<file path="src/design/gcaf_pkg.sv">
// types and constants of the grid cell area block
// no dependencies; imported by every module of the block
`default_nettype none

package gcaf_pkg;

    localparam int LEN_BITS   = 16;
    localparam int COMP_BITS  = 8;
    localparam int AREA_BITS  = 32;
    localparam int SUM_BITS   = 48;
    localparam int CNT_BITS   = 3;
    localparam int PRD_BITS   = 2 * LEN_BITS;
    localparam int IDX_BITS   = 2;
    localparam int CFG_BITS   = 16;
    localparam int S_DATA_BITS = 4 * COMP_BITS + 4 * LEN_BITS;
    localparam int M_RAW_BITS  = AREA_BITS + SUM_BITS + CNT_BITS;
    localparam int M_DATA_BITS = ((M_RAW_BITS + 7) / 8) * 8;

    typedef logic [LEN_BITS-1:0]  len_t;
    typedef logic [COMP_BITS-1:0] comp_t;
    typedef logic [AREA_BITS-1:0] area_t;
    typedef logic [SUM_BITS-1:0]  sum_t;
    typedef logic [PRD_BITS-1:0]  prd_t;
    typedef logic [CNT_BITS-1:0]  cnt_t;

    localparam len_t  WIDTH_RESET  = len_t'(256);
    localparam len_t  HEIGHT_RESET = len_t'(256);
    localparam comp_t TARGET_RESET = '0;
    localparam area_t AREA_MAX     = '1;
    localparam sum_t  SUM_MAX      = '1;

    typedef enum logic [IDX_BITS-1:0] {
        CFG_TARGET = 2'd0,
        CFG_WIDTH  = 2'd1,
        CFG_HEIGHT = 2'd2
    } cfg_idx_t;

    typedef enum logic [2:0] {
        MODE_ZERO,
        MODE_ONE_TRI,
        MODE_TWO_TRI,
        MODE_TRAP,
        MODE_FULL_CUT,
        MODE_FULL
    } area_mode_t;

    typedef struct packed {
        comp_t target;
        len_t  width;
        len_t  height;
    } cfg_t;

    typedef struct packed {
        comp_t comp_low_left;
        comp_t comp_high_left;
        comp_t comp_low_right;
        comp_t comp_high_right;
        len_t  bottom_cross;
        len_t  top_cross;
        len_t  left_cross;
        len_t  right_cross;
        logic  count_in_total;
        logic  last_cell;
    } cell_t;

    typedef struct packed {
        prd_t       p0;
        prd_t       p1;
        area_mode_t mode;
        cnt_t       corners;
        logic       count_in_total;
        logic       last_cell;
    } prod_stage_t;

endpackage

`default_nettype wire

</file>
<file path="src/design/gcaf_cfg_regs.sv">
// configuration registers: target component and cell extents
// depends on gcaf_pkg
`default_nettype none

module gcaf_cfg_regs (
    input  wire logic                          aclk,
    input  wire logic                          aresetn,
    input  wire logic                          cfg_valid,
    input  wire logic [gcaf_pkg::IDX_BITS-1:0] cfg_index,
    input  wire logic [gcaf_pkg::CFG_BITS-1:0] cfg_data,
    output gcaf_pkg::cfg_t                     cfg
);
    import gcaf_pkg::*;

    cfg_t cfg_reg;

    always_ff @(posedge aclk) begin
        if (!aresetn) begin
            cfg_reg.target <= TARGET_RESET;
            cfg_reg.width  <= WIDTH_RESET;
            cfg_reg.height <= HEIGHT_RESET;
        end else if (cfg_valid) begin
            case (cfg_idx_t'(cfg_index))
                CFG_TARGET: cfg_reg.target <= cfg_data[COMP_BITS-1:0];
                CFG_WIDTH:  cfg_reg.width  <= cfg_data[LEN_BITS-1:0];
                CFG_HEIGHT: cfg_reg.height <= cfg_data[LEN_BITS-1:0];
                default:    ; // unused index, write dropped
            endcase
        end
    end

    assign cfg = cfg_reg;

endmodule

`default_nettype wire

</file>
<file path="src/design/gcaf_product_unit.sv">
// corner match, offset clamp, operand select and the two leg multipliers
// depends on gcaf_pkg
`default_nettype none

module gcaf_product_unit (
    input  wire gcaf_pkg::cell_t  item,
    input  wire gcaf_pkg::cfg_t   cfg,
    output gcaf_pkg::prod_stage_t prod
);
    import gcaf_pkg::*;

    len_t       w, h, b, t, l, r;
    len_t       wb, wt, hl_len, hr_len;
    logic       ll, hl, lr, hr;
    cnt_t       n;
    len_t       a0, b0, a1, b1;
    len_t       odd_a, odd_b;
    area_mode_t mode;

    always_comb begin
        w = cfg.width;
        h = cfg.height;
        b = (item.bottom_cross > w) ? w : item.bottom_cross;
        t = (item.top_cross    > w) ? w : item.top_cross;
        l = (item.left_cross   > h) ? h : item.left_cross;
        r = (item.right_cross  > h) ? h : item.right_cross;
        // legs measured from the far corner
        wb     = w - b;
        wt     = w - t;
        hl_len = h - l;
        hr_len = h - r;
    end

    assign ll = (item.comp_low_left   == cfg.target);
    assign hl = (item.comp_high_left  == cfg.target);
    assign lr = (item.comp_low_right  == cfg.target);
    assign hr = (item.comp_high_right == cfg.target);
    assign n  = cnt_t'(ll) + cnt_t'(hl) + cnt_t'(lr) + cnt_t'(hr);

    // triangle legs of the single odd corner (inside for one, outside for three)
    always_comb begin
        odd_a = wt;
        odd_b = hr_len;
        if (n == cnt_t'(1)) begin
            if (ll) begin
                odd_a = b;  odd_b = l;
            end else if (lr) begin
                odd_a = wb; odd_b = r;
            end else if (hl) begin
                odd_a = t;  odd_b = hl_len;
            end
        end else begin
            if (!ll) begin
                odd_a = b;  odd_b = l;
            end else if (!lr) begin
                odd_a = wb; odd_b = r;
            end else if (!hl) begin
                odd_a = t;  odd_b = hl_len;
            end
        end
    end

    always_comb begin
        a0   = '0;
        b0   = '0;
        a1   = '0;
        b1   = '0;
        mode = MODE_ZERO;
        case (n)
            cnt_t'(1): begin
                a0 = odd_a; b0 = odd_b;
                mode = MODE_ONE_TRI;
            end
            cnt_t'(2): begin
                if (ll && hr) begin
                    a0 = b;  b0 = l;  a1 = wt; b1 = hr_len;
                    mode = MODE_TWO_TRI;
                end else if (lr && hl) begin
                    a0 = wb; b0 = r;  a1 = t;  b1 = hl_len;
                    mode = MODE_TWO_TRI;
                end else if (ll && lr) begin
                    a0 = l;  b0 = w;  a1 = r;  b1 = w;
                    mode = MODE_TRAP;
                end else if (hl && hr) begin
                    a0 = hl_len; b0 = w; a1 = hr_len; b1 = w;
                    mode = MODE_TRAP;
                end else if (ll && hl) begin
                    a0 = b;  b0 = h;  a1 = t;  b1 = h;
                    mode = MODE_TRAP;
                end else begin
                    a0 = wb; b0 = h;  a1 = wt; b1 = h;
                    mode = MODE_TRAP;
                end
            end
            cnt_t'(3): begin
                a0 = w; b0 = h; a1 = odd_a; b1 = odd_b;
                mode = MODE_FULL_CUT;
            end
            cnt_t'(4): begin
                a0 = w; b0 = h;
                mode = MODE_FULL;
            end
            default: mode = MODE_ZERO;
        endcase
    end

    always_comb begin
        prod.p0             = prd_t'(a0) * prd_t'(b0);
        prod.p1             = prd_t'(a1) * prd_t'(b1);
        prod.mode           = mode;
        prod.corners        = n;
        prod.count_in_total = item.count_in_total;
        prod.last_cell      = item.last_cell;
    end

endmodule

`default_nettype wire

</file>
<file path="src/design/gcaf_area_accum.sv">
// halving and combining of the products, area saturation, saturating total
// depends on gcaf_pkg
`default_nettype none

module gcaf_area_accum (
    input  wire gcaf_pkg::prod_stage_t prod,
    input  wire gcaf_pkg::sum_t        sum_cur,
    output gcaf_pkg::area_t            area,
    output gcaf_pkg::sum_t             sum_out,
    output gcaf_pkg::sum_t             sum_next
);
    import gcaf_pkg::*;

    logic [PRD_BITS:0] raw;
    logic [PRD_BITS:0] p0_ext, p1_ext;
    logic [SUM_BITS:0] acc;
    sum_t              acc_sat;

    assign p0_ext = {1'b0, prod.p0};
    assign p1_ext = {1'b0, prod.p1};

    always_comb begin
        case (prod.mode)
            MODE_ZERO:     raw = '0;
            MODE_ONE_TRI:  raw = p0_ext >> 1;
            MODE_TWO_TRI:  raw = (p0_ext >> 1) + (p1_ext >> 1);
            MODE_TRAP:     raw = (p0_ext + p1_ext) >> 1;
            MODE_FULL_CUT: raw = p0_ext - (p1_ext >> 1);
            MODE_FULL:     raw = p0_ext;
            default:       raw = '0;
        endcase
    end

    assign area = (raw > (PRD_BITS + 1)'(AREA_MAX)) ? AREA_MAX : raw[AREA_BITS-1:0];

    assign acc      = {1'b0, sum_cur} + (SUM_BITS + 1)'(area);
    assign acc_sat  = acc[SUM_BITS] ? SUM_MAX : acc[SUM_BITS-1:0];
    assign sum_out  = prod.count_in_total ? acc_sat : sum_cur;
    assign sum_next = prod.last_cell ? '0 : sum_out;

endmodule

`default_nettype wire

</file>
<file path="src/design/grid_cell_area_fraction.sv">
// top level of the grid cell area block: stream ports and pipeline registers
// depends on gcaf_pkg, gcaf_cfg_regs, gcaf_product_unit, gcaf_area_accum
`default_nettype none

// Measures the area of one chosen component inside each rectangular grid cell
// of a marching-squares scan and keeps a saturating running total of the
// counted cells. One cell is taken per clock cycle while results are not
// stalled; each cell passes through the input register, the product
// register and the result register. The two leg multipliers between the input and
// product registers set the clock-to-clock path. Each stage holds its item
// only while the stage after it is full and stalled, so empty stages still
// fill while a result waits. Configuration writes are always accepted
// (cfg_ready is tied high) and take effect at once; write them only while
// no cell is in flight. The running total is cleared after the result of a
// cell that carries tlast.

module grid_cell_area_fraction (
    input  wire logic                             aclk,
    input  wire logic                             aresetn,
    // input cell transactions
    input  wire logic                             s_tvalid,
    output logic                                  s_tready,
    // comp_low_left, comp_high_left, comp_low_right, comp_high_right,
    // bottom_cross, top_cross, left_cross, right_cross
    input  wire logic [gcaf_pkg::S_DATA_BITS-1:0] s_tdata,
    // count_in_total
    input  wire logic                             s_tuser,
    // last_cell
    input  wire logic                             s_tlast,
    // result transactions
    output logic                                  m_tvalid,
    input  wire logic                             m_tready,
    // cell_area, running_total, inside_corners, zero fill
    output logic [gcaf_pkg::M_DATA_BITS-1:0]      m_tdata,
    // total_final
    output logic                                  m_tlast,
    // configuration writes
    input  wire logic                             cfg_valid,
    output logic                                  cfg_ready,
    input  wire logic [gcaf_pkg::IDX_BITS-1:0]    cfg_index,
    input  wire logic [gcaf_pkg::CFG_BITS-1:0]    cfg_data
);
    import gcaf_pkg::*;

    cfg_t        cfg;
    cell_t       cell_in;
    cell_t       cell_reg;
    prod_stage_t prod_next;
    prod_stage_t prod_reg;
    area_t       area;
    sum_t        sum_out;
    sum_t        sum_next;
    sum_t        sum_reg;

    logic        in_valid_reg;
    logic        prod_valid_reg;
    logic        out_valid_reg;
    area_t       out_area_reg;
    sum_t        out_total_reg;
    cnt_t        out_corners_reg;
    logic        out_last_reg;

    logic        ready0, ready1, ready2;

    // register file, writes never stall
    assign cfg_ready = 1'b1;

    gcaf_cfg_regs u_cfg (
        .aclk      (aclk),
        .aresetn   (aresetn),
        .cfg_valid (cfg_valid),
        .cfg_index (cfg_index),
        .cfg_data  (cfg_data),
        .cfg       (cfg)
    );

    // unpack the input transaction, first field in the lowest bits
    always_comb begin
        cell_in.comp_low_left   = s_tdata[0*COMP_BITS +: COMP_BITS];
        cell_in.comp_high_left  = s_tdata[1*COMP_BITS +: COMP_BITS];
        cell_in.comp_low_right  = s_tdata[2*COMP_BITS +: COMP_BITS];
        cell_in.comp_high_right = s_tdata[3*COMP_BITS +: COMP_BITS];
        cell_in.bottom_cross    = s_tdata[4*COMP_BITS + 0*LEN_BITS +: LEN_BITS];
        cell_in.top_cross       = s_tdata[4*COMP_BITS + 1*LEN_BITS +: LEN_BITS];
        cell_in.left_cross      = s_tdata[4*COMP_BITS + 2*LEN_BITS +: LEN_BITS];
        cell_in.right_cross     = s_tdata[4*COMP_BITS + 3*LEN_BITS +: LEN_BITS];
        cell_in.count_in_total  = s_tuser;
        cell_in.last_cell       = s_tlast;
    end

    // per-stage ready: a stage loads when empty or when its item moves on
    assign ready2   = !out_valid_reg || m_tready;
    assign ready1   = !prod_valid_reg || ready2;
    assign ready0   = !in_valid_reg || ready1;
    assign s_tready = ready0;

    // stage 1: corner match, clamping and the two multiplications
    gcaf_product_unit u_prod (
        .item (cell_reg),
        .cfg  (cfg),
        .prod (prod_next)
    );

    // stage 2: combine products and update the running total
    gcaf_area_accum u_accum (
        .prod     (prod_reg),
        .sum_cur  (sum_reg),
        .area     (area),
        .sum_out  (sum_out),
        .sum_next (sum_next)
    );

    // control state
    always_ff @(posedge aclk) begin
        if (!aresetn) begin
            in_valid_reg   <= 1'b0;
            prod_valid_reg <= 1'b0;
            out_valid_reg  <= 1'b0;
            sum_reg        <= '0;
        end else begin
            if (ready0) begin
                in_valid_reg <= s_tvalid;
            end
            if (ready1) begin
                prod_valid_reg <= in_valid_reg;
            end
            if (ready2) begin
                out_valid_reg <= prod_valid_reg;
            end
            // total advances exactly once per cell, when it enters the result register
            if (ready2 && prod_valid_reg) begin
                sum_reg <= sum_next;
            end
        end
    end

    // payload registers
    always_ff @(posedge aclk) begin
        if (ready0 && s_tvalid) begin
            cell_reg <= cell_in;
        end
        if (ready1 && in_valid_reg) begin
            prod_reg <= prod_next;
        end
        if (ready2 && prod_valid_reg) begin
            out_area_reg    <= area;
            out_total_reg   <= sum_out;
            out_corners_reg <= prod_reg.corners;
            out_last_reg    <= prod_reg.last_cell;
        end
    end

    assign m_tvalid = out_valid_reg;
    assign m_tdata  = {{(M_DATA_BITS - M_RAW_BITS){1'b0}},
                       out_corners_reg, out_total_reg, out_area_reg};
    assign m_tlast  = out_last_reg;

endmodule

`default_nettype wire

</file>
<file path="config.mk">
export PLATFORM = sky130hd
export DESIGN_NAME = grid_cell_area_fraction
export DESIGN_NICKNAME = d
export VERILOG_FILES = /design/src/design/gcaf_pkg.sv /design/src/design/gcaf_cfg_regs.sv /design/src/design/gcaf_product_unit.sv /design/src/design/gcaf_area_accum.sv /design/src/design/grid_cell_area_fraction.sv
export SDC_FILE = /design/constraint.sdc
export NUM_CORES = 2
export LEC_CHECK = 0
export ABC_AREA = 0
export BUFFER_PORTS_ARGS = -buffer_cell sky130_fd_sc_hd__buf_2
export CORE_MARGIN = 5
export CORE_UTILIZATION = 37
export CTS_CLUSTER_SIZE = 12
export DETAILED_ROUTE_END_ITERATION = 10
export PLACE_DENSITY = 0.52
export SLEW_MARGIN = 25
export SYNTH_ARGS = -nofsm -noshare
export SYNTH_HDL_FRONTEND = slang
export SYNTH_SLANG_ARGS = --single-unit
export TNS_END_PERCENT = 100
</file>
<file path="constraint.sdc">
create_clock -name aclk -period 18.6 [get_ports aclk]
set_input_delay 2.79 -clock aclk [delete_from_list [all_inputs] [get_ports aclk]]
set_output_delay 2.79 -clock aclk [all_outputs]
set_load 0.02 [all_outputs]
</file>
# --- After elaboration in Yosys (flattened, before gate mapping) ---
# Cells that the tools add are included.
op_classes:
  add_sub_neg: 11
  mul: 2
  div: 0
  magnitude_cmp: 5
  eq_ne: 15
  n_shift: 0
  muxes: 46
  bitwise: 0
  reduce_logical: 19
op_table:
  columns: ["operator", "n"]
  rows:
  - ["$mux W16", 34]
  - ["$pmux W33 S5", 1]
  - ["$mux W48", 3]
  - ["$pmux W16 S3", 2]
  - ["$gt A16 B16 Y1", 4]
  - ["$mul A16 B16 Y32", 2]
  - ["$pmux W16 S2", 2]
  - ["$sub A16 B16 Y16", 4]
  - ["$add A48 B32 Y49", 1]
  - ["$add A32 B32 Y33", 1]
  - ["$gt A33 B32 Y1 const B", 1]
  - ["$sub A32 B31 Y33", 1]
  - ["$add A31 B31 Y32", 1]
  - ["$eq A8 B8 Y1", 4]
  - ["$mux W32", 1]
  - ["$eq A3 B2 Y1 const B", 4]
  - ["$pmux W3 S4", 1]
  - ["$eq A3 B3 Y1 const B", 3]
  - ["$logic_and A1 B1 Y1", 8]
  - ["$add A3 B1 Y3", 2]
  - ["$eq A3 B1 Y1 const B", 2]
  - ["$reduce_and A2 Y1", 3]
  - ["$logic_not A1 Y1", 3]
  - ["$logic_or A1 B1 Y1", 3]
  - ["other kinds (7)", 7]
word_totals:
  register_bits: 345
  latchBits: 0
  mem_bits_rw: 0
  rom_bits: 0
  input_bits: 121
  output_inout_bits: 92
  wordCells: 125
  n_memories: 0

# --- Longest topological paths before layout ---
logic_depth:
  ltp_word: 10
  ltp_mapped: 50
  ltp_nobuf: 47

# --- Cells and area by module ---
# From an unflattened synthesis, not the netlist that was laid out.
hier_totals:
  hier_cells: 5331
  area_unflattened_um2: 46155.5
by_module_without_submodules:
  columns: ["module", "instances", "cells_per_inst", "area_per_inst_um2", "seq_area_each_um2"]
  rows:
  - ["gcaf_product_unit", 1, 3540, 27391.3, 0.0]
  - ["grid_cell_area_fraction", 1, 484, 9719.3, 8648.3]
  - ["gcaf_area_accum", 1, 1157, 7521.0, 0.0]
  - ["gcaf_cfg_regs", 1, 150, 1524.0, 800.8]

# --- Worst setup path after synthesis ---
# No wires, ideal clock.
synth_timing:
  kind: "register -> register"
  from: "register u_cfg.cfg_reg, in the netlist u_cfg.cfg[1]"
  to: "register prod_reg[39] in the netlist's numbering, data pin"
  setup_ns: 0.260
  arrival_time_ns: 10.456
  required_time_ns: 18.340
  setup_slack_ns: 7.884
  stages_incl_launch_ff: 48
  n_path_buf: 3
  synth_period_minus_slack_ns: 10.716
  path_cell_list: "dfxtp_1 inv_1 ha_1 nor2b_1 o21a_1 o21a_1 o21a_1 o31ai_1 buf_2 buf_4 mux2i_1 inv_1 ha_1 fa_1 nor2b_1 o21ai_0 a21boi_0 o31ai_1 [12 not listed] fa_1 inv_1 fa_1 inv_1 fa_1 inv_1 ha_1 a21o_1 a21o_1 a21oi_1 o21ai_0 a21oi_1 nor3_1 o221a_2 nand3b_1 a31o_2 a21oi_1 xnor2_1"
synth_lines:
  columns: ["element", "line_no", "rtl"]
  rows:
  - ["start: declaration", "gcaf_cfg_regs.sv:15", "cfg_t cfg_reg;"]
  - ["end signal: assignment", "grid_cell_area_fraction.sv:143", "prod_reg <= prod_next;"]
  - ["end: declaration", "grid_cell_area_fraction.sv:49", "prod_stage_t prod_reg;"]

==> results.sh <==
export IMPL_synth_top_cell_area_share_pct=17.7
export IMPL_dpl_hpwl_um=137000
export IMPL_synth_cell_types=105
export IMPL_synthTopCellsByArea="fa_1 (18%), edfxtp_1 (17%), ha_1 (12%)"
export IMPL_drv_slew=0
export IMPL_gp_congestion=1.02
export IMPL_drc=0
export IMPL_rsz0062_at_grt="no"
export IMPL_crit_arrival_ns=13.91
export IMPL_io_pins=213
export IMPL_cts_root_buffer="clkbuf_16"
export IMPL_report_power_total_mw=2.65
export IMPL_synth_most_common_cell="inv_1"
export IMPL_yosysTopAreaCell="fa_1"
export IMPL_cts_resized=0
export IMPL_synthTopCellsByCount="inv_1 (598), nor2_1 (576), nand2_1 (558)"
export IMPL_layout_drive_gt1_share_pct=9.26
export IMPL_critPathSlowestCell="nor2_1"
export IMPL_cp_required_ns=18.96
export IMPL_synth_xor_area_share_pct=4.61
export IMPL_synthMuxAreaShare_pct=1.88
export IMPL_core_mm2=0.121
export IMPL_drtPass1Iterations=8
export IMPL_synth_compound_area_share_pct=19.2
export IMPL_fp_dieW_um=359
export IMPL_largest_reg_flops=98
export IMPL_ys_ff_latch=345
export IMPL_worstPathMaxFanout=43
export IMPL_floorplan_initialDensity_pct=37.1
export IMPL_hold_buffers=0
export IMPL_hp_class="register to register"
export IMPL_numCtsBuffers=43
export IMPL_syn_inst=5296
export IMPL_status="finished, final reports clean"
export IMPL_clock_skew_ns=0.0455
export IMPL_fin_cells=7072
export IMPL_synth_edf_count=254
export IMPL_cts_clk_slew_worst_paths_ns=0.06
export IMPL_crit_type="register to register"
export IMPL_max_cap_violations=0
export IMPL_end_kind="register"
export IMPL_cts_tree="built"
export IMPL_synth_avg_cell_area_um2=8.50
export IMPL_num_vias=40193
export IMPL_cpMostUsedCell="fa_1"
export IMPL_ys_seq_area_share_pct=21.0
export IMPL_path_delay_family="simple AND/OR/NAND/NOR gates"
export IMPL_grt_max_degree=72
export IMPL_final_antenna_net_count=0
export IMPL_synth_top_flop_cell="edfxtp_1"
export IMPL_dp_cells=6989
export IMPL_async_flop_share_pct=0
export IMPL_relSlewSlack_pct=19.3
export IMPL_overflow=0
export IMPL_powerDensity_mw_per_mm2=53.6
export IMPL_fin_crit_sh_pct=72.8
export IMPL_core_rowCount=128
export IMPL_viasPerCell=5.68
export IMPL_p_leak_nw=22.0
export IMPL_grt_antenna_before_repair=4
export IMPL_max_clock_freq_mhz=73.8
export IMPL_min_period_ns=13.54
export IMPL_worst_ir_drop_vdd_uv=72.9
export IMPL_post_cts_buffers=0
export IMPL_area_growth_pct=9.94
export IMPL_startpoint_type="register"
export IMPL_grt_pass1_vias=40162
export IMPL_synthSimpleGateAreaFrac_pct=16.4
export IMPL_syn_area_mm2=0.0450
export IMPL_final_nets=6357
export IMPL_portBuffers=206
export IMPL_cts_buffer_depth=3
export IMPL_cts_sinks=345
export IMPL_setup_violations=0
export IMPL_initialDrtViolationCount=3852
export IMPL_fin_setup_tns_ns=0
export IMPL_die_area_mm2=0.129
export IMPL_worst_slew_pin_slew_ns=1.21
export IMPL_synth_top_family_by_area="adder cells"
export IMPL_avgRoutedWirePerCell_um=24.3
export IMPL_die_h_um=359
export IMPL_routed_wl_um=172000
export IMPL_synth_warnings=0
export IMPL_max_stage_delay_ns=1.01
export IMPL_synthAdderAreaFrac_pct=29.6
export IMPL_crit_buf_inv=6
export IMPL_grt_use_total_pct=26.0
export IMPL_grt_pass1_wl_um=257000
export IMPL_htree_num_levels=2
export IMPL_finalHoldViolations=0
export IMPL_clock_latency_ns=0.65
-- cell usage in the layout (no fill, tap or decap), types with 91 or more instances in the layout --
cell type,netlist,routed
ha_1,430,430
nand2_1,558,557
fa_1,397,397
edfxtp_1,254,254
inv_1,598,595
nor2_1,576,572
o21ai_0,260,257
dfxtp_1,91,91
a21oi_1,389,388
xnor2_1,157,157
buf_2,62,206
buf_4,10,104
-- report_power, final --
group	internal, mW	switching, mW	leakage (nW)
clock	0.563	0.370	0.753
sequential	0.866	0.0414	3.12
combinational	0.270	0.544	18.1
-- final timing paths --
path	start	slack (ns)	cells after the start	end
setup / recovery	u_cfg.cfg[34]$_SDFFE_PN0P_	5.06	38	prod_reg[71]$_DFFE_PP_
hold / removal	prod_reg[2]$_DFFE_PP_	0.42	0	out_corners_reg[0]$_DFFE_PP_
setup reg to reg	u_cfg.cfg[34]$_SDFFE_PN0P_	5.06	38	prod_reg[71]$_DFFE_PP_
hold reg to reg	prod_reg[2]$_DFFE_PP_	0.42	0	out_corners_reg[0]$_DFFE_PP_
-- layer usage --
layer	global-route usage, %	up-vias	part of all wire [%]
met5	0	-	0.0076
met4	14.4	2	6.8
met3	3.94	461	6.9
met2	42.1	1701	45
met1	33.2	19548	41
li1	-	18481	-
-- cell families (layout without fill, tap and decap cells) --
| logic type | Yosys count | in the layout |
|---|---|---|
| AOI/OAI and AO/OA | 1312 | 1312 |
| xor gates and xnor gates | 237 | 237 |
| adders and majority gates | 827 | 827 |
| buffers and inverters | 845 | 989 |
| DFF | 345 | 345 |
| muxes | 83 | 83 |
| other | 2 | 9 |
| and+or+nand+nor | 1645 | 1645 |
-- through the flow --
| step | instance area, um^2 | hold slack, ns | utilization (%) | setup slack (ns) |
|---|---|---|---|---|
| after floorplan | 45000 | 0.400 | - | 7.88 |
| after global placement | 47900 | 0.400 | 39.5 | 5.35 |
| after detailed placement | 47900 | 0.413 | 39.5 | 5.35 |
| after CTS | 49500 | 0.422 | 40.8 | 5.34 |
| after global routing | 49500 | 0.429 | 40.8 | 4.67 |
| final | 49500 | 0.421 | 40.8 | 5.06 |
-- worst reg2reg max path: cells and delay by family, from the launching register on --
kind,cells,cell delay (ns)
buf+inv,6,0.70
flops,1,0.51
xor+xnor,2,0.19
fa+ha+maj,10,4.53
compound gates,10,2.70
simple gates,10,4.67
-- final cells by class --
cell class / instances / area, um^2
Clock buffer: 51 / 1130
Timing Repair Buffer: 310 / 1810
Inverter: 599 / 2250
Antenna cell: 3 / 7.51
Tap cell: 1625 / 2030
Fill cell: 12480 / 71900
Multi-Input combinational cell: 4110 / 32400
Clock inverter: 29 / 427
Sequential cell: 345 / 9450
Note: power is estimated with default switching activity, not from simulation.
